$ cat config.mk
export PLATFORM = sky130hd
export DESIGN_NAME = line_centroid_steering_core_flat
export DESIGN_NICKNAME = d
export VERILOG_FILES = /design/src/rtl/lcs_pkg.sv /design/src/rtl/lcs_req_if.sv /design/src/rtl/lcs_rsp_if.sv /design/src/rtl/lcs_csr_if.sv /design/src/rtl/line_centroid_steering_core.sv /design/src/rtl/lcs_divider.sv /design/src/rtl/lcs_row_acc.sv /design/src/flat_wrapper.sv
export VERILOG_INCLUDE_DIRS = /design/src /design/src/rtl
export SDC_FILE = /design/constraint.sdc
export NUM_CORES = 1
export LEC_CHECK = 0
export BUFFER_PORTS_ARGS = -buffer_cell sky130_fd_sc_hd__buf_2
export CAP_MARGIN = 20
export CORE_ASPECT_RATIO = 1.4
export CORE_MARGIN = 1.5
export CORE_UTILIZATION = 59
export DETAILED_ROUTE_END_ITERATION = 7
export GPL_ROUTABILITY_DRIVEN = 1
export PLACE_DENSITY = 0.8
export SLEW_MARGIN = 20
export SYNTH_ARGS = -nofsm -noshare
export SYNTH_HDL_FRONTEND = slang
export SYNTH_SLANG_ARGS = --single-unit
export TNS_END_PERCENT = 100
$ cat constraint.sdc
create_clock -name clock -period 9 [get_ports clock]
set_input_delay 1.8 -clock clock [delete_from_list [all_inputs] [get_ports clock]]
set_output_delay 1.8 -clock clock [all_outputs]
set_load 0.02 [all_outputs]
$ cat src/rtl/line_centroid_steering_core_assert.svh
// assertion macros for the line centroid steering core
// depends on nothing; taken in by the top level with `include
`ifndef LINE_CENTROID_STEERING_CORE_ASSERT_SVH
`define LINE_CENTROID_STEERING_CORE_ASSERT_SVH

// same-cycle implication
`define LCS_ASSERT_NOW(label, clk, rst, ante, cons) \
   label: assert property (@(posedge clk) disable iff (rst) (ante) |-> (cons)) \
      else $error("lcs assertion failed");

// next-cycle implication
`define LCS_ASSERT_NEXT(label, clk, rst, ante, cons) \
   label: assert property (@(posedge clk) disable iff (rst) (ante) |=> (cons)) \
      else $error("lcs assertion failed");

`endif

$ cat src/rtl/lcs_pkg.sv
// shared types, constants and widths for the line centroid steering core
// depends on nothing
package lcs_pkg;

   localparam int ROW_WIDTH_DEF  = 320;
   localparam int ROW_CENTRE_DEF = 160;

   localparam int CSR_INDEX_W = 8;
   localparam int CSR_DATA_W  = 16;

   localparam logic [CSR_INDEX_W-1:0] REG_BASE_SPEED = 8'd0;
   localparam logic [CSR_INDEX_W-1:0] REG_STEER_GAIN = 8'd1;

   localparam logic [7:0]  BASE_SPEED_RST = 8'd60;
   localparam logic [15:0] STEER_GAIN_RST = 16'hFF80;

   localparam int SUM_W   = 16;
   localparam int TOTAL_W = 9;

   localparam logic CMD_CALIBRATE = 1'b0;
   localparam logic CMD_TRACK     = 1'b1;

   typedef struct packed {
      logic [7:0]         row_min;
      logic [7:0]         row_max;
      logic [SUM_W-1:0]   offset_sum;
      logic [TOTAL_W-1:0] white_total;
   } row_stats_type;

   typedef struct packed {
      logic               start;
      logic [SUM_W-1:0]   dividend;
      logic [TOTAL_W-1:0] divisor;
   } div_req_type;

   typedef struct packed {
      logic               busy;
      logic               done;
      logic [SUM_W-1:0]   quotient;
   } div_rsp_type;

endpackage

$ cat src/rtl/lcs_req_if.sv
// pixel request channel, valid/ready handshake
// depends on nothing
interface lcs_req_if;
   logic       valid;
   logic       ready;
   logic       command;
   logic [7:0] pixel;
   logic       row_end;

   modport source (output valid, command, pixel, row_end, input ready);
   modport sink (input valid, command, pixel, row_end, output ready);
endinterface

$ cat src/rtl/lcs_rsp_if.sv
// result channel, valid/ready handshake
// depends on nothing
interface lcs_rsp_if;
   logic              valid;
   logic              ready;
   logic              result_kind;
   logic [7:0]        threshold_value;
   logic signed [8:0] line_error;
   logic [8:0]        white_count;
   logic              no_line;
   logic signed [8:0] right_drive;
   logic signed [8:0] left_drive;

   modport source (output valid, result_kind, threshold_value, line_error, white_count,
                   no_line, right_drive, left_drive, input ready);
   modport sink (input valid, result_kind, threshold_value, line_error, white_count,
                 no_line, right_drive, left_drive, output ready);
endinterface

$ cat src/rtl/lcs_csr_if.sv
// register write channel, valid/ready handshake
// depends on lcs_pkg for widths
interface lcs_csr_if;
   logic                           valid;
   logic                           ready;
   logic [lcs_pkg::CSR_INDEX_W-1:0] index;
   logic [lcs_pkg::CSR_DATA_W-1:0]  data;

   modport source (output valid, index, data, input ready);
   modport sink (input valid, index, data, output ready);
endinterface

$ cat src/rtl/line_centroid_steering_core.sv
// line centroid steering core: one pixel request per cycle within a row
// row-end calibrate request: threshold registered, then result loaded in ST_OUT
// track: ST_DIV (16-step sum/count divider; skipped if no white pixel), ST_MUL, ST_DRV, ST_OUT
// ready is low from a row-end request until its result is loaded into the output register
// synchronous active-high reset: registers back to 60 and -128, threshold and row state cleared
module line_centroid_steering_core #(
   parameter int ROW_WIDTH  = lcs_pkg::ROW_WIDTH_DEF,
   parameter int ROW_CENTRE = lcs_pkg::ROW_CENTRE_DEF
) (
   input logic      clock,
   input logic      reset,
   lcs_req_if.sink   req_chan,
   lcs_rsp_if.source rsp_chan,
   lcs_csr_if.sink   csr_chan
);
   localparam int SW = lcs_pkg::SUM_W;
   localparam int TW = lcs_pkg::TOTAL_W;

   localparam logic [2:0] ST_IDLE = 3'd0;
   localparam logic [2:0] ST_DIV  = 3'd1;
   localparam logic [2:0] ST_MUL  = 3'd2;
   localparam logic [2:0] ST_DRV  = 3'd3;
   localparam logic [2:0] ST_OUT  = 3'd4;

   logic [2:0]               state_ff, state_in;
   logic [7:0]               base_ff;
   logic signed [15:0]       gain_ff;
   logic [7:0]               thr_ff, thr_in;
   logic                     kind_ff, kind_in;
   logic                     neg_ff, neg_in;
   logic [TW-1:0]            total_ff, total_in;
   logic signed [8:0]        err_ff, err_in;
   logic signed [24:0]       prod_ff;
   logic signed [8:0]        right_ff, left_ff;
   logic                     rsp_valid_ff;
   logic                     req_take;
   logic                     rsp_take;
   logic                     out_load;
   logic [8:0]               minmax_sum;
   logic [SW-1:0]            sum_mag;
   logic [SW-1:0]            quo;
   logic signed [26:0]       base_q8;
   logic signed [26:0]       num_right;
   logic signed [26:0]       num_left;
   lcs_pkg::row_stats_type   stats_next;
   lcs_pkg::div_req_type     div_req;
   lcs_pkg::div_rsp_type     div_rsp;

   function automatic logic signed [8:0] q8_trunc_sat(input logic signed [26:0] num);
      logic [26:0] mag;
      logic [18:0] q;
      logic [8:0]  qs;
      mag = num[26] ? 27'(-num) : 27'(num);
      q   = mag[26:8];
      qs  = (q > 19'd255) ? 9'd255 : q[8:0];
      return num[26] ? $signed(-qs) : $signed(qs);
   endfunction

   lcs_row_acc #(
      .ROW_WIDTH  (ROW_WIDTH),
      .ROW_CENTRE (ROW_CENTRE)
   ) u_row_acc (
      .clock      (clock),
      .reset      (reset),
      .take       (req_take),
      .command    (req_chan.command),
      .pixel      (req_chan.pixel),
      .row_end    (req_chan.row_end),
      .threshold  (thr_ff),
      .stats_next (stats_next)
   );

   lcs_divider u_divider (
      .clock   (clock),
      .reset   (reset),
      .div_req (div_req),
      .div_rsp (div_rsp)
   );

   assign req_chan.ready = (state_ff == ST_IDLE);
   assign req_take       = req_chan.valid && req_chan.ready;
   assign rsp_take       = rsp_chan.valid && rsp_chan.ready;
   assign out_load       = (state_ff == ST_OUT) && (!rsp_valid_ff || rsp_chan.ready);
   assign csr_chan.ready = 1'b1;

   // sequencer
   always_comb begin
      minmax_sum = {1'b0, stats_next.row_max} + {1'b0, stats_next.row_min};
      sum_mag    = stats_next.offset_sum[SW-1] ? SW'(-stats_next.offset_sum)
                                               : stats_next.offset_sum;
      quo        = div_rsp.quotient;
      state_in   = state_ff;
      thr_in     = thr_ff;
      kind_in    = kind_ff;
      neg_in     = neg_ff;
      total_in   = total_ff;
      err_in     = err_ff;
      div_req.start    = 1'b0;
      div_req.dividend = sum_mag;
      div_req.divisor  = stats_next.white_total;
      unique case (state_ff)
         ST_IDLE: begin
            if (req_take && req_chan.row_end) begin
               kind_in = req_chan.command;
               if (req_chan.command == lcs_pkg::CMD_CALIBRATE) begin
                  thr_in   = minmax_sum[8:1];
                  state_in = ST_OUT;
               end else begin
                  neg_in   = stats_next.offset_sum[SW-1];
                  total_in = stats_next.white_total;
                  err_in   = '0;
                  if (stats_next.white_total == '0) begin
                     state_in = ST_MUL;
                  end else begin
                     div_req.start = 1'b1;
                     state_in      = ST_DIV;
                  end
               end
            end
         end
         ST_DIV: begin
            if (div_rsp.done) begin
               if (neg_ff) begin
                  err_in = (quo > SW'(256)) ? -9'sd256 : $signed(9'(-quo[8:0]));
               end else begin
                  err_in = (quo > SW'(255)) ? 9'sd255 : $signed(quo[8:0]);
               end
               state_in = ST_MUL;
            end
         end
         ST_MUL: state_in = ST_DRV;
         ST_DRV: state_in = ST_OUT;
         ST_OUT: begin
            if (out_load) state_in = ST_IDLE;
         end
         default: state_in = ST_IDLE;
      endcase
   end

   // drive arithmetic
   always_comb begin
      base_q8   = $signed({11'd0, base_ff, 8'd0});
      num_right = base_q8 + 27'(prod_ff);
      num_left  = base_q8 - 27'(prod_ff);
   end

   always_ff @(posedge clock) begin
      if (reset) begin
         state_ff     <= ST_IDLE;
         base_ff      <= lcs_pkg::BASE_SPEED_RST;
         gain_ff      <= $signed(lcs_pkg::STEER_GAIN_RST);
         thr_ff       <= '0;
         rsp_valid_ff <= 1'b0;
      end else begin
         state_ff <= state_in;
         thr_ff   <= thr_in;
         if (csr_chan.valid && csr_chan.ready) begin
            unique case (csr_chan.index)
               lcs_pkg::REG_BASE_SPEED: base_ff <= csr_chan.data[7:0];
               lcs_pkg::REG_STEER_GAIN: gain_ff <= $signed(csr_chan.data);
               default: ;
            endcase
         end
         if (out_load) rsp_valid_ff <= 1'b1;
         else if (rsp_take) rsp_valid_ff <= 1'b0;
      end
      kind_ff  <= kind_in;
      neg_ff   <= neg_in;
      total_ff <= total_in;
      err_ff   <= err_in;
      if (state_ff == ST_MUL) prod_ff <= err_ff * gain_ff;
      if (state_ff == ST_DRV) begin
         right_ff <= q8_trunc_sat(num_right);
         left_ff  <= -q8_trunc_sat(num_left);
      end
      if (out_load) begin
         rsp_chan.result_kind     <= kind_ff;
         rsp_chan.threshold_value <= thr_ff;
         if (kind_ff == lcs_pkg::CMD_TRACK) begin
            rsp_chan.line_error  <= err_ff;
            rsp_chan.white_count <= total_ff;
            rsp_chan.no_line     <= (total_ff == '0);
            rsp_chan.right_drive <= right_ff;
            rsp_chan.left_drive  <= left_ff;
         end else begin
            rsp_chan.line_error  <= '0;
            rsp_chan.white_count <= '0;
            rsp_chan.no_line     <= 1'b0;
            rsp_chan.right_drive <= '0;
            rsp_chan.left_drive  <= '0;
         end
      end
   end

   assign rsp_chan.valid = rsp_valid_ff;

`include "line_centroid_steering_core_assert.svh"

   `LCS_ASSERT_NOW(a_div_only_in_div, clock, reset, div_rsp.busy, state_ff == ST_DIV)
   `LCS_ASSERT_NEXT(a_row_end_busy, clock, reset, req_take && req_chan.row_end, !req_chan.ready)
   `LCS_ASSERT_NOW(a_no_line_zero_err, clock, reset, rsp_chan.valid && rsp_chan.no_line,
      rsp_chan.line_error == '0)
   `LCS_ASSERT_NOW(a_calib_zero, clock, reset,
      rsp_chan.valid && (rsp_chan.result_kind == lcs_pkg::CMD_CALIBRATE),
      rsp_chan.right_drive == '0 && rsp_chan.left_drive == '0 && rsp_chan.white_count == '0)
endmodule

$ cat src/rtl/lcs_divider.sv
// restoring divider, one quotient bit per cycle
// depends on lcs_pkg for request and status structs
module lcs_divider (
   input  logic                 clock,
   input  logic                 reset,
   input  lcs_pkg::div_req_type div_req,
   output lcs_pkg::div_rsp_type div_rsp
);
   localparam int QW = lcs_pkg::SUM_W;
   localparam int DW = lcs_pkg::TOTAL_W;
   localparam int CW = $clog2(QW);

   logic          busy_ff, busy_in;
   logic          done_ff, done_in;
   logic [CW-1:0] cnt_ff, cnt_in;
   logic [QW-1:0] quo_ff, quo_in;
   logic [DW-1:0] rem_ff, rem_in;
   logic [DW-1:0] dvs_ff, dvs_in;
   logic [DW:0]   trial;
   logic [DW:0]   shifted;

   always_comb begin
      shifted = {rem_ff, quo_ff[QW-1]};
      trial   = shifted - {1'b0, dvs_ff};
      busy_in = busy_ff;
      done_in = 1'b0;
      cnt_in  = cnt_ff;
      quo_in  = quo_ff;
      rem_in  = rem_ff;
      dvs_in  = dvs_ff;
      if (div_req.start) begin
         busy_in = 1'b1;
         cnt_in  = CW'(QW - 1);
         quo_in  = div_req.dividend;
         rem_in  = '0;
         dvs_in  = div_req.divisor;
      end else if (busy_ff) begin
         if (trial[DW]) begin
            rem_in = shifted[DW-1:0];
            quo_in = {quo_ff[QW-2:0], 1'b0};
         end else begin
            rem_in = trial[DW-1:0];
            quo_in = {quo_ff[QW-2:0], 1'b1};
         end
         cnt_in = cnt_ff - 1'b1;
         if (cnt_ff == '0) begin
            busy_in = 1'b0;
            done_in = 1'b1;
         end
      end
   end

   always_ff @(posedge clock) begin
      if (reset) begin
         busy_ff <= 1'b0;
         done_ff <= 1'b0;
         cnt_ff  <= '0;
      end else begin
         busy_ff <= busy_in;
         done_ff <= done_in;
         cnt_ff  <= cnt_in;
      end
      quo_ff <= quo_in;
      rem_ff <= rem_in;
      dvs_ff <= dvs_in;
   end

   assign div_rsp.busy     = busy_ff;
   assign div_rsp.done     = done_ff;
   assign div_rsp.quotient = quo_ff;
endmodule

$ cat src/rtl/lcs_row_acc.sv
// per-pixel row accumulators: min, max, white offset sum and white count
// depends on lcs_pkg for the row statistics struct
module lcs_row_acc #(
   parameter int ROW_WIDTH  = lcs_pkg::ROW_WIDTH_DEF,
   parameter int ROW_CENTRE = lcs_pkg::ROW_CENTRE_DEF
) (
   input  logic                   clock,
   input  logic                   reset,
   input  logic                   take,
   input  logic                   command,
   input  logic [7:0]             pixel,
   input  logic                   row_end,
   input  logic [7:0]             threshold,
   output lcs_pkg::row_stats_type stats_next
);
   localparam int COL_W = $clog2(ROW_WIDTH + 1);
   localparam int SW    = lcs_pkg::SUM_W;
   localparam int TW    = lcs_pkg::TOTAL_W;

   logic [COL_W-1:0]       col_ff, col_in;
   lcs_pkg::row_stats_type stats_ff;
   logic                   active;
   logic [SW-1:0]          offset;

   always_comb begin
      active     = col_ff < COL_W'(ROW_WIDTH);
      offset     = SW'(col_ff) - SW'(ROW_CENTRE);
      stats_next = stats_ff;
      col_in     = col_ff;
      if (active) begin
         col_in = col_ff + 1'b1;
         if (command == lcs_pkg::CMD_CALIBRATE) begin
            if (pixel > stats_ff.row_max) stats_next.row_max = pixel;
            if (pixel < stats_ff.row_min) stats_next.row_min = pixel;
         end else if (pixel > threshold) begin
            stats_next.offset_sum = stats_ff.offset_sum + offset;
            if (stats_ff.white_total != {TW{1'b1}}) begin
               stats_next.white_total = stats_ff.white_total + 1'b1;
            end
         end
      end
   end

   always_ff @(posedge clock) begin
      if (reset || (take && row_end)) begin
         col_ff               <= '0;
         stats_ff.row_min     <= 8'hFF;
         stats_ff.row_max     <= '0;
         stats_ff.offset_sum  <= '0;
         stats_ff.white_total <= '0;
      end else if (take) begin
         col_ff   <= col_in;
         stats_ff <= stats_next;
      end
   end
endmodule
$ cat src/flat_wrapper.sv
// flat-port wrapper written by rule: the top's interface ports become plain ports
module line_centroid_steering_core_flat 
#(
   parameter int ROW_WIDTH  = lcs_pkg::ROW_WIDTH_DEF,
   parameter int ROW_CENTRE = lcs_pkg::ROW_CENTRE_DEF
)
  (clock, reset, req_chan_valid, req_chan_command, req_chan_pixel, req_chan_row_end, req_chan_ready, rsp_chan_valid, rsp_chan_result_kind, rsp_chan_threshold_value, rsp_chan_line_error, rsp_chan_white_count, rsp_chan_no_line, rsp_chan_right_drive, rsp_chan_left_drive, rsp_chan_ready, csr_chan_valid, csr_chan_index, csr_chan_data, csr_chan_ready);
  lcs_req_if req_chan_i ();
  lcs_rsp_if rsp_chan_i ();
  lcs_csr_if csr_chan_i ();
  input logic clock;
  input logic reset;
  input wire logic [$bits(req_chan_i.valid)-1:0] req_chan_valid;
  input wire logic [$bits(req_chan_i.command)-1:0] req_chan_command;
  input wire logic [$bits(req_chan_i.pixel)-1:0] req_chan_pixel;
  input wire logic [$bits(req_chan_i.row_end)-1:0] req_chan_row_end;
  output wire logic [$bits(req_chan_i.ready)-1:0] req_chan_ready;
  output wire logic [$bits(rsp_chan_i.valid)-1:0] rsp_chan_valid;
  output wire logic [$bits(rsp_chan_i.result_kind)-1:0] rsp_chan_result_kind;
  output wire logic [$bits(rsp_chan_i.threshold_value)-1:0] rsp_chan_threshold_value;
  output wire logic [$bits(rsp_chan_i.line_error)-1:0] rsp_chan_line_error;
  output wire logic [$bits(rsp_chan_i.white_count)-1:0] rsp_chan_white_count;
  output wire logic [$bits(rsp_chan_i.no_line)-1:0] rsp_chan_no_line;
  output wire logic [$bits(rsp_chan_i.right_drive)-1:0] rsp_chan_right_drive;
  output wire logic [$bits(rsp_chan_i.left_drive)-1:0] rsp_chan_left_drive;
  input wire logic [$bits(rsp_chan_i.ready)-1:0] rsp_chan_ready;
  input wire logic [$bits(csr_chan_i.valid)-1:0] csr_chan_valid;
  input wire logic [$bits(csr_chan_i.index)-1:0] csr_chan_index;
  input wire logic [$bits(csr_chan_i.data)-1:0] csr_chan_data;
  output wire logic [$bits(csr_chan_i.ready)-1:0] csr_chan_ready;
  assign req_chan_i.valid = req_chan_valid;
  assign req_chan_i.command = req_chan_command;
  assign req_chan_i.pixel = req_chan_pixel;
  assign req_chan_i.row_end = req_chan_row_end;
  assign req_chan_ready = req_chan_i.ready;
  assign rsp_chan_valid = rsp_chan_i.valid;
  assign rsp_chan_result_kind = rsp_chan_i.result_kind;
  assign rsp_chan_threshold_value = rsp_chan_i.threshold_value;
  assign rsp_chan_line_error = rsp_chan_i.line_error;
  assign rsp_chan_white_count = rsp_chan_i.white_count;
  assign rsp_chan_no_line = rsp_chan_i.no_line;
  assign rsp_chan_right_drive = rsp_chan_i.right_drive;
  assign rsp_chan_left_drive = rsp_chan_i.left_drive;
  assign rsp_chan_i.ready = rsp_chan_ready;
  assign csr_chan_i.valid = csr_chan_valid;
  assign csr_chan_i.index = csr_chan_index;
  assign csr_chan_i.data = csr_chan_data;
  assign csr_chan_ready = csr_chan_i.ready;
  line_centroid_steering_core #(.ROW_WIDTH(ROW_WIDTH), .ROW_CENTRE(ROW_CENTRE)) u_core (.clock(clock), .reset(reset), .req_chan(req_chan_i), .rsp_chan(rsp_chan_i), .csr_chan(csr_chan_i));
endmodule
==> results of run 1 <==
## cell usage after synthesis, drive strengths merged, types with 9 or more instances
cell | instances | share of area [%]
nand2 | 196 | 3.8
inv | 185 | 3.6
nor2 | 176 | 3.4
edfxtp | 134 | 21
ha | 132 | 8.5
fa | 123 | 13
and2 | 114 | 3.7
dfxtp | 101 | 10
clkbuf | 92 | 1.8
a21oi | 91 | 2.3
xnor2 | 90 | 4.1
o21ai | 81 | 2.1
a211oi | 47 | 1.8
nor3 | 45 | 1.2
mux2i | 44 | 2.3
xor2 | 43 | 1.9
nand3 | 39 | 1.0
nand2b | 36 | 1.2
a21o | 28 | 1.1
nor2b | 23 | 0.74
a31oi | 21 | 0.67
o211ai | 21 | 0.83
and3 | 18 | 0.58
a211o | 16 | 0.72
o21a | 16 | 0.62
nand4 | 15 | 0.48
nor4 | 13 | 0.60
mux2 | 12 | 0.71
o21bai | 11 | 0.42
or3 | 11 | 0.35
buf | 9 | 0.25
## sequential cells by signal, summed over array words and instances, names as in the netlist, 8 cells and up
register,cells
u_core.u_divider.quo_ff,16
u_core.thr_ff,8
u_core.total_ff,9
u_core.rsp_chan.left_drive,9
u_core.prod_ff,25
u_core.u_row_acc.col_ff,9
u_core.right_ff,9
u_core.left_ff,9
u_core.u_row_acc.stats_ff,41
u_core.rsp_chan.threshold_value,8
u_core.err_ff,9
u_core.gain_ff,16
u_core.u_divider.rem_ff,9
u_core.u_divider.dvs_ff,9
u_core.rsp_chan.white_count,9
u_core.rsp_chan.right_drive,9
u_core.rsp_chan.line_error,9
u_core.base_ff,8
## area by class of cell
type / count / area, µm²
Multi-Input combinational cell: 1593 / 12380
Fill cell: 2570 / 11300
Sequential cell: 235 / 6046
Inverter: 186 / 698.2
Clock buffer: 29 / 671.9
Timing Repair Buffer: 108 / 610.6
Tap cell: 440 / 550.5
Clock inverter: 17 / 242.7
## cell families after synthesis
group	after synthesis	share of synthesized area, %
AOI/OAI and AO/OA	412	14.23
xor gates and xnor gates	133	6.070
adders and majority gates	255	21.10
buffers and inverters	287	5.602
DFF	235	31.01
muxes	56	2.971
other	1	0.01923
and+or+nand+nor	736	19.01
## report_power, final
| group | leakage, nW | total [mW] | switching, mW | internal [mW] |
|---|---|---|---|---|
| Clock | 0.441 | 1.15 | 0.465 | 0.686 |
| Sequential | 2.09 | 1.32 | 0.0707 | 1.25 |
| Combinational | 6.54 | 1.50 | 0.837 | 0.660 |
| Total | 9.06 | 3.97 | 1.37 | 2.60 |
## worst max-delay path, cell delays in order, from the launching register on
cell	delay [ps]
sky130_fd_sc_hd__edfxtp_1	770
sky130_fd_sc_hd__inv_1	160
sky130_fd_sc_hd__nor2_1	180
sky130_fd_sc_hd__fa_1	440
sky130_fd_sc_hd__fa_1	530
sky130_fd_sc_hd__fa_1	550
sky130_fd_sc_hd__inv_1	50
sky130_fd_sc_hd__fa_1	520
sky130_fd_sc_hd__inv_1	50
sky130_fd_sc_hd__fa_1	450
sky130_fd_sc_hd__ha_1	350
sky130_fd_sc_hd__inv_1	70
sky130_fd_sc_hd__o21bai_1	70
sky130_fd_sc_hd__a21oi_1	230
sky130_fd_sc_hd__o21bai_1	90
sky130_fd_sc_hd__a21oi_1	240
sky130_fd_sc_hd__nor2b_1	120
sky130_fd_sc_hd__o31ai_1	450
sky130_fd_sc_hd__a2111oi_0	300
sky130_fd_sc_hd__or3_1	450
sky130_fd_sc_hd__a31o_2	240
sky130_fd_sc_hd__a21oi_1	180
sky130_fd_sc_hd__xnor2_1	80
## metal layers
| layer | vias to the layer above | GRT usage (%) | wire length (µm) |
|---|---|---|---|
| li1 | 7377 | - | - |
| met1 | 7513 | 28.64 | 16760 |
| met2 | 456 | 51.11 | 23810 |
| met3 | 144 | 3.252 | 2027 |
| met4 | 0 | 14.89 | 2326 |
| met5 | - | 0 | 0 |
## stage by stage
step | setup slack, ps | power (mW)
after CTS | 2240 | 3.976
final | 2158 | 3.969
after global routing | 1770 | 4.219
after detailed placement | 2193 | 2.820
after floorplan | 2875 | 2.496
after global placement | 2272 | 2.764
## worst min path at each step
| stage | end | slack, ps | cells past startpoint | from |
|---|---|---|---|---|
| 3_5_place_dp | u_core.rsp_chan.threshold_value[6]$_DFFE_PP_ | 420 | 0 | u_core.thr_ff[6]$_SDFFE_PP0P_ |
| 3_3_place_gp | u_core.rsp_chan.threshold_value[6]$_DFFE_PP_ | 410 | 0 | u_core.thr_ff[6]$_SDFFE_PP0P_ |
| 4_1_cts | u_core.rsp_chan.threshold_value[6]$_DFFE_PP_ | 430 | 0 | u_core.thr_ff[6]$_SDFFE_PP0P_ |
| 5_1_grt | u_core.rsp_chan.threshold_value[6]$_DFFE_PP_ | 440 | 0 | u_core.thr_ff[6]$_SDFFE_PP0P_ |
| 6_report | u_core.rsp_chan.threshold_value[6]$_DFFE_PP_ | 420 | 0 | u_core.thr_ff[6]$_SDFFE_PP0P_ |
| 2_1_floorplan | u_core.rsp_chan.threshold_value[6]$_DFFE_PP_ | 410 | 0 | u_core.thr_ff[6]$_SDFFE_PP0P_ |
==> summary.md, run 1 <==
| Metric | Value |
|---|---|
| Hold/Removal Path Class | register to register |
| Worst setup path class | register to register |
| Leading cell types in the layout, fill and taps excluded | sky130_fd_sc_hd__nand2_1 (196), sky130_fd_sc_hd__inv_1 (185), sky130_fd_sc_hd__nor2_1 (176) |
| Final wirelength | roughly 45 mm |
| Number of flops mapped to enable cells by yosys | about 130 |
| Gate count after technology mapping | around 2100 |
| Depth of the CTS H-tree | 1 |
| Max clock buf depth | 3 |
| Cts-stage hold buffer count | 0 |
| Peak supply drop | about 0.00023 V |
| Share of layout cells above drive strength 1 | 9.087% |
| Placed insts | roughly 2600 |
| Number of global-route vias before repair | between 15000 and 20000 |
| CTS sink count | roughly 240 |
| Logic depth of the worst register-to-register path | 22 |
| Count of routing violations after the opening detailed-route iteration | 737 |
| Final count of pins violating max slew | 0 |
| Iteration count of the initial detailed-routing pass | 5 |
| Endpoint class of the critical path | register |
| Share of flip-flops with an asynchronous set or reset | 0% |
| Seq cells post-synth | between 200 and 250 |
| Warnings, synthesis | 0 |
| Number of antenna violations at the first check in global routing | 0 |
| Die Height | 218.1 µm |
| Post-synthesis cell type count | 90 |
| Post-layout instance count excluding filler cells | around 2600 |
| Start of the worst register-to-register path | u_core.err_ff[8]$_SDFFCE_PN0P_ |
| Share of the core filled with cells | roughly two thirds |
| First-pass GRT wire length | between 70 and 80 mm |
| CTS tree | yes |
| Floorplan core area | roughly 0.032 mm² |
| Endpoints failing hold | 0 |
| Vias per cell | 5.939 |
| Half-perimeter wire length after detailed placement | between 30 and 40 mm |
| Nets@finish | ~2400 |
| Total Negative Setup Slacks | 0 ps |
| Worst-skew pair later-pin latency | roughly 570 ps |
| Worst hold margin | 423.8 ps |
| Finished Cell Area | around 0.021 mm² |
| Required @ worst endpoint | 9300 ps |
| Transition time at the pin with the least slew margin | between 1000 and 1500 ps |
| Static power due to leakage | a little over 9 nW |
| Layout Skew | about 17 ps |
| Area growth, synth to finish | 8.721% |
| Worst-path fanout max | 17 |
| Mapped Nets | approximately 2400 |
| Ant diodes | 0 |
| Tightest slew margin relative to the limit | 28.53% |
| PwrDens | around 190 mW/mm² |
| Fmax | about 150 MHz |
| Clock transition at the register clock pins on the worst setup and hold paths after CTS | roughly 70 ps |
| DIE WIDTH | 156.6 µm |
| Via count | about 15000 |
| Reg-to-Reg End | u_core.prod_ff[24]$_DFFE_PN_ |
| FP Rows | between 70 and 80 |
| WL/cell | between 15 and 20 µm |
| Top FF cell, synth | sky130_fd_sc_hd__edfxtp_1 |
| Placed standard-cell area | 0.02025 mm² |
| TritonCTS buffer count | 25 |
| Share of the clock period used by the worst path after layout | between 70% and 80% |
| Synth Cell Area | around 0.019 mm² |
| Largest net degree at the start of global routing | 50 |
| Final worst path period need | 6842 ps |
| RePlAce Congestion | roughly 1 |
| Sequential-to-total area share from yosys stat | 31.01% |
| Unrepaired setup endpoints after global routing | no |
| Remaining design rule violation count | 0 |
| Arrival time worst endpoint | ~7100 ps |
| Termination of the worst setup path | u_core.prod_ff[24]$_DFFE_PN_ |
| Number of post-CTS setup repair buffers | 0 |
| Critical path startpoint | u_core.err_ff[8]$_SDFFCE_PN0P_ |
| Total setup violations reported at the end of the flow | 0 |
| Slack of the worst reg-to-reg path | about 2200 ps |
| Sum of overflow across all layers after global routing | 0 |
| Worst Setup Start Kind | register |
| Die outline area | 0.03416 mm² |
| Post-cts resize count | 0 |
| Remaining antenna violation count after routing | 0 |
| Port Buf Inserts | 86 |
| Mean post-synth cell area | between 9 and 10 µm² |
| Total routing usage reported by global routing | a little over a quarter |
| Run status | complete, no violations |
| Most common cell after layout, fill and taps aside | sky130_fd_sc_hd__nand2_1 |
| CTS Root Buffer Type | sky130_fd_sc_hd__clkbuf_16 |
| Effective utilization at floorplan | between 50% and 60% |
| Count of boundary I/O pins | 88 |
| Number of max-capacitance violations reported | 0 |
Power figures use the tool's default switching activity.
==> inputs of run 2 (changes only) <==
==> constraint.sdc (replaced) <==
create_clock -name clock -period 6.59 [get_ports clock]
set_input_delay 1.318 -clock clock [delete_from_list [all_inputs] [get_ports clock]]
set_output_delay 1.318 -clock clock [all_outputs]
set_load 0.02 [all_outputs]
==> run 2 against run 1 <==
  * Critical path depth down 1
  * Via count fell by 0.17%
  * Fmax up 9.8%
  * First-iteration DRC count down 6.4%
  * Sequential cell count unchanged
  * Largest cell class unchanged
==> summary.md, run 2 (synthesized netlist as in run 1, its figures left out) <==
| Metric | Value |
|---|---|
| Run status | complete, no violations |
| Total Negative Setup Slacks | 0 ps (unchanged) |
| Register with the highest flop count | u_core.u_row_acc.stats_ff |
| Max clock buf depth | 3 (unchanged) |
| First-pass GRT wire length | 73.95 mm (-0.49%) |
| Top Registers | u_core.u_row_acc.stats_ff (41), u_core.prod_ff (25) |
| Number of max-capacitance violations reported | 0 (unchanged) |
| CTS sink count | 235 (unchanged) |
| Worst-skew pair later-pin latency | 560 ps (about the same) |
| Cts-stage hold buffer count | 0 (unchanged) |
| Post-layout instance count excluding filler cells | 2633 (+0.96%) |
| PwrDens | 249.6 mW/mm² (+33%) |
| Nets@finish | 2468 (+1.0%) |
| Half-perimeter wire length after detailed placement | 34.65 mm (-0.46%) |
| Number of flip-flops in the largest register | 41 (unchanged) |
| Worst setup slack after placement | 139.7 ps (-2053 ps) |
| Kind of cell adding the most delay to the critical path | adder cells |
| TritonCTS buffer count | 25 (unchanged) |
| Buffer and inverter count on the worst path | 3 (-1) |
| Fill cell total of the finished layout | 2583 (+0.51%) |
| Met3 routing resource usage after global routing | 3.272% (+0.020 points) |
| Die outline area | 0.03416 mm² (unchanged) |
| Worst-path fanout max | 6 (-11) |
| Floorplan core area | 0.03250 mm² (unchanged) |
| Ant diodes | 0 (unchanged) |
| Count of routing violations after the opening detailed-route iteration | 690 (-6.4%) |
| Share of layout cells above drive strength 1 | 10.17% (+1.1 points) |
| Unrepaired setup endpoints after global routing | no |
| Leading cell types in the layout, fill and taps excluded | sky130_fd_sc_hd__nand2_1 (196), sky130_fd_sc_hd__inv_1 (185), sky130_fd_sc_hd__nor2_1 (176) |
| Slack of the worst reg-to-reg path | 360 ps (-1800 ps) |
| Required @ worst endpoint | 6890 ps (-2410 ps) |
| Endpoints failing hold | 0 (unchanged) |
| Worst setup path class | register to register |
| FP Rows | 78 (unchanged) |
| Effective utilization at floorplan | 60.00% (unchanged) |
| Largest net degree at the start of global routing | 51 (+2.0%) |
| Placed insts | 2579 (+0.74%) |
| CTS tree | yes |
| Peak-usage layer in the global routing report | met2 |
| Die Height | 218.1 µm (unchanged) |
| Final worst path period need | 6229 ps (-613.2 ps) |
| Total routing usage reported by global routing | 27.06% (+0.089 points) |
| Final wirelength | 45.22 mm (+0.65%) |
| Number of antenna violations at the first check in global routing | 1 (+1) |
| Layout Skew | 10.95 ps (-6.085 ps) |
| Transition time at the pin with the least slew margin | 1058 ps (-9.885 ps) |
| Tightest slew margin relative to the limit | 29.19% (+0.66 points) |
| Most common cell after layout, fill and taps aside | sky130_fd_sc_hd__nand2_1 |
| Slowest cell delay on critical path | 560 ps (-210 ps) |
| Sum of overflow across all layers after global routing | 0 (unchanged) |
| Fmax | 160.5 MHz (+9.8%) |
| Worst Setup Slack, final | 360.8 ps (-1797 ps) |
| Endpoint class of the critical path | register |
| Cells along the critical path | and2_1 -> fa_1 -> fa_1 -> fa_1 -> inv_1 -> fa_1 -> inv_1 -> fa_1 -> ha_1 -> inv_1 -> o21bai_1 -> a21oi_1 -> o21bai_1 -> a21oi_1 -> nor2b_1 -> o31ai_4 -> a2111oi_0 -> or3_1 -> a31o_2 -> a21oi_1 -> xnor2_1 |
| Vias per cell | 5.873 (-1.1%) |
| Cell type with the highest occurrence count on the critical path | sky130_fd_sc_hd__fa_1 |
| Share of the clock period used by the worst path after layout | 94.53% (+18 points) |
| Remaining design rule violation count | 0 (unchanged) |
| DIE WIDTH | 156.6 µm (unchanged) |
| Finished Cell Area | 0.02131 mm² (+0.54%) |
| Remaining antenna violation count after routing | 0 (unchanged) |
| Cell at the slowest stage of the critical path | sky130_fd_sc_hd__fa_1 |
| Met2 capacity usage during global routing | 51.94% (+0.83 points) |
| WL/cell | 17.17 µm (-0.30%) |
| Number of global-route vias before repair | 15740 (-0.99%) |
| CTS Root Buffer Type | sky130_fd_sc_hd__clkbuf_16 |
| Area growth, synth to finish | 9.304% |
| Depth of the CTS H-tree | 1 (unchanged) |
| Count of boundary I/O pins | 88 (unchanged) |
| Static power due to leakage | 9.153 nW (+0.99%) |
| Placed standard-cell area | 0.02040 mm² (+0.70%) |
| Peak supply drop | 0.0002207 V (-3.8%) |
| Final count of pins violating max slew | 0 (unchanged) |
| Total setup violations reported at the end of the flow | 0 (unchanged) |
| Hold/Removal Path Class | register to register |
| Arrival time worst endpoint | 6530 ps (-610 ps) |
| Port Buf Inserts | 86 (unchanged) |
| RePlAce Congestion | 0.9733 (-2.2%) |
| Clock transition at the register clock pins on the worst setup and hold paths after CTS | 60 ps (about the same) |
| Iteration count of the initial detailed-routing pass | 5 (unchanged) |
| Worst hold margin | 426.7 ps (+2.884 ps) |
| Fraction of met1 tracks used by global routing | 28.60% (-0.048 points) |
| Worst Setup Start Kind | register |
| Via count | 15460 (-0.17%) |
==> run 2: changes by cell type in the layout (fill, tap and decap cells not counted), sizes merged <==
cell      previous run  this run
buf                108       133
bufinv               5         3
clkinv               7         8
clkinvlp             3         1
clkbuf              29        32
==> run 2: area by class of cell <==
| type | instances | area (µm²) | share of cell area (%) |
|---|---|---|---|
| Tap cell | 440 | 550.5 | 2.583 |
| Sequential cell | 235 | 6051 | 28.39 |
| Multi-Input combinational cell | 1593 | 12390 | 58.15 |
| Inverter | 186 | 698.2 | 3.276 |
| Timing Repair Buffer | 133 | 783.3 | 3.675 |
| Clock buffer | 32 | 671.9 | 3.153 |
| Clock inverter | 14 | 165.2 | 0.7749 |
==> run 2: path summary, 6_finish.rpt <==
path                                       start                                            to  cells after the start
setup / recovery  u_core.err_ff[5]$_SDFFCE_PN0P_                  u_core.prod_ff[24]$_DFFE_PN_                     21
hold / removal     u_core.thr_ff[7]$_SDFFE_PP0P_  u_core.rsp_chan.threshold_value[7]$_DFFE_PP_                      0
setup reg to reg  u_core.err_ff[5]$_SDFFCE_PN0P_                  u_core.prod_ff[24]$_DFFE_PN_                     21
hold reg to reg    u_core.thr_ff[7]$_SDFFE_PP0P_  u_core.rsp_chan.threshold_value[7]$_DFFE_PP_                      0
==> run 2: layer usage <==
layer	share of wire, %	wire length (µm)
met5	0.024	11
met2	53	24130
met1	37	16830
met4	4.8	2192
met3	4.5	2046
==> run 2: per-stage QoR <==
step / util, % / total power [mW]
floorplan: - / 3.409
global placement: 62.76 / 3.757
detailed placement: 62.76 / 3.846
CTS: 65.34 / 5.327
global route: 65.58 / 5.658
finish: 65.58 / 5.319
==> run 2: timing repair <==
| action | in CTS | in global routing |
|---|---|---|
| setup endpoints to repair | 0 | 1 |
| gates resized for setup | 0 | 6 |
| buffers inserted | 0 | 8 |
| endpoints found under the hold margin | 0 | 0 |
==> run 2: report_power, final <==
group,total [mW],switching [mW],leakage (nW),internal [mW]
sequential,1.79,0.0865,2.09,1.71
combinational,2.07,1.17,6.65,0.908
clock,1.45,0.607,0.412,0.845
==> run 2: worst register-to-register path, stage by stage, from the launching register on <==
cell and delay, ps:
sky130_fd_sc_hd__edfxtp_1 470, sky130_fd_sc_hd__and2_1 220, sky130_fd_sc_hd__fa_1 560, sky130_fd_sc_hd__fa_1 440
sky130_fd_sc_hd__fa_1 540, sky130_fd_sc_hd__inv_1 60, sky130_fd_sc_hd__fa_1 540, sky130_fd_sc_hd__inv_1 60
sky130_fd_sc_hd__fa_1 450, sky130_fd_sc_hd__ha_1 350, sky130_fd_sc_hd__inv_1 70, sky130_fd_sc_hd__o21bai_1 70
sky130_fd_sc_hd__a21oi_1 210, sky130_fd_sc_hd__o21bai_1 90, sky130_fd_sc_hd__a21oi_1 230, sky130_fd_sc_hd__nor2b_1 140
sky130_fd_sc_hd__o31ai_4 320, sky130_fd_sc_hd__a2111oi_0 220, sky130_fd_sc_hd__or3_1 430, sky130_fd_sc_hd__a31o_2 250
sky130_fd_sc_hd__a21oi_1 170, sky130_fd_sc_hd__xnor2_1 90
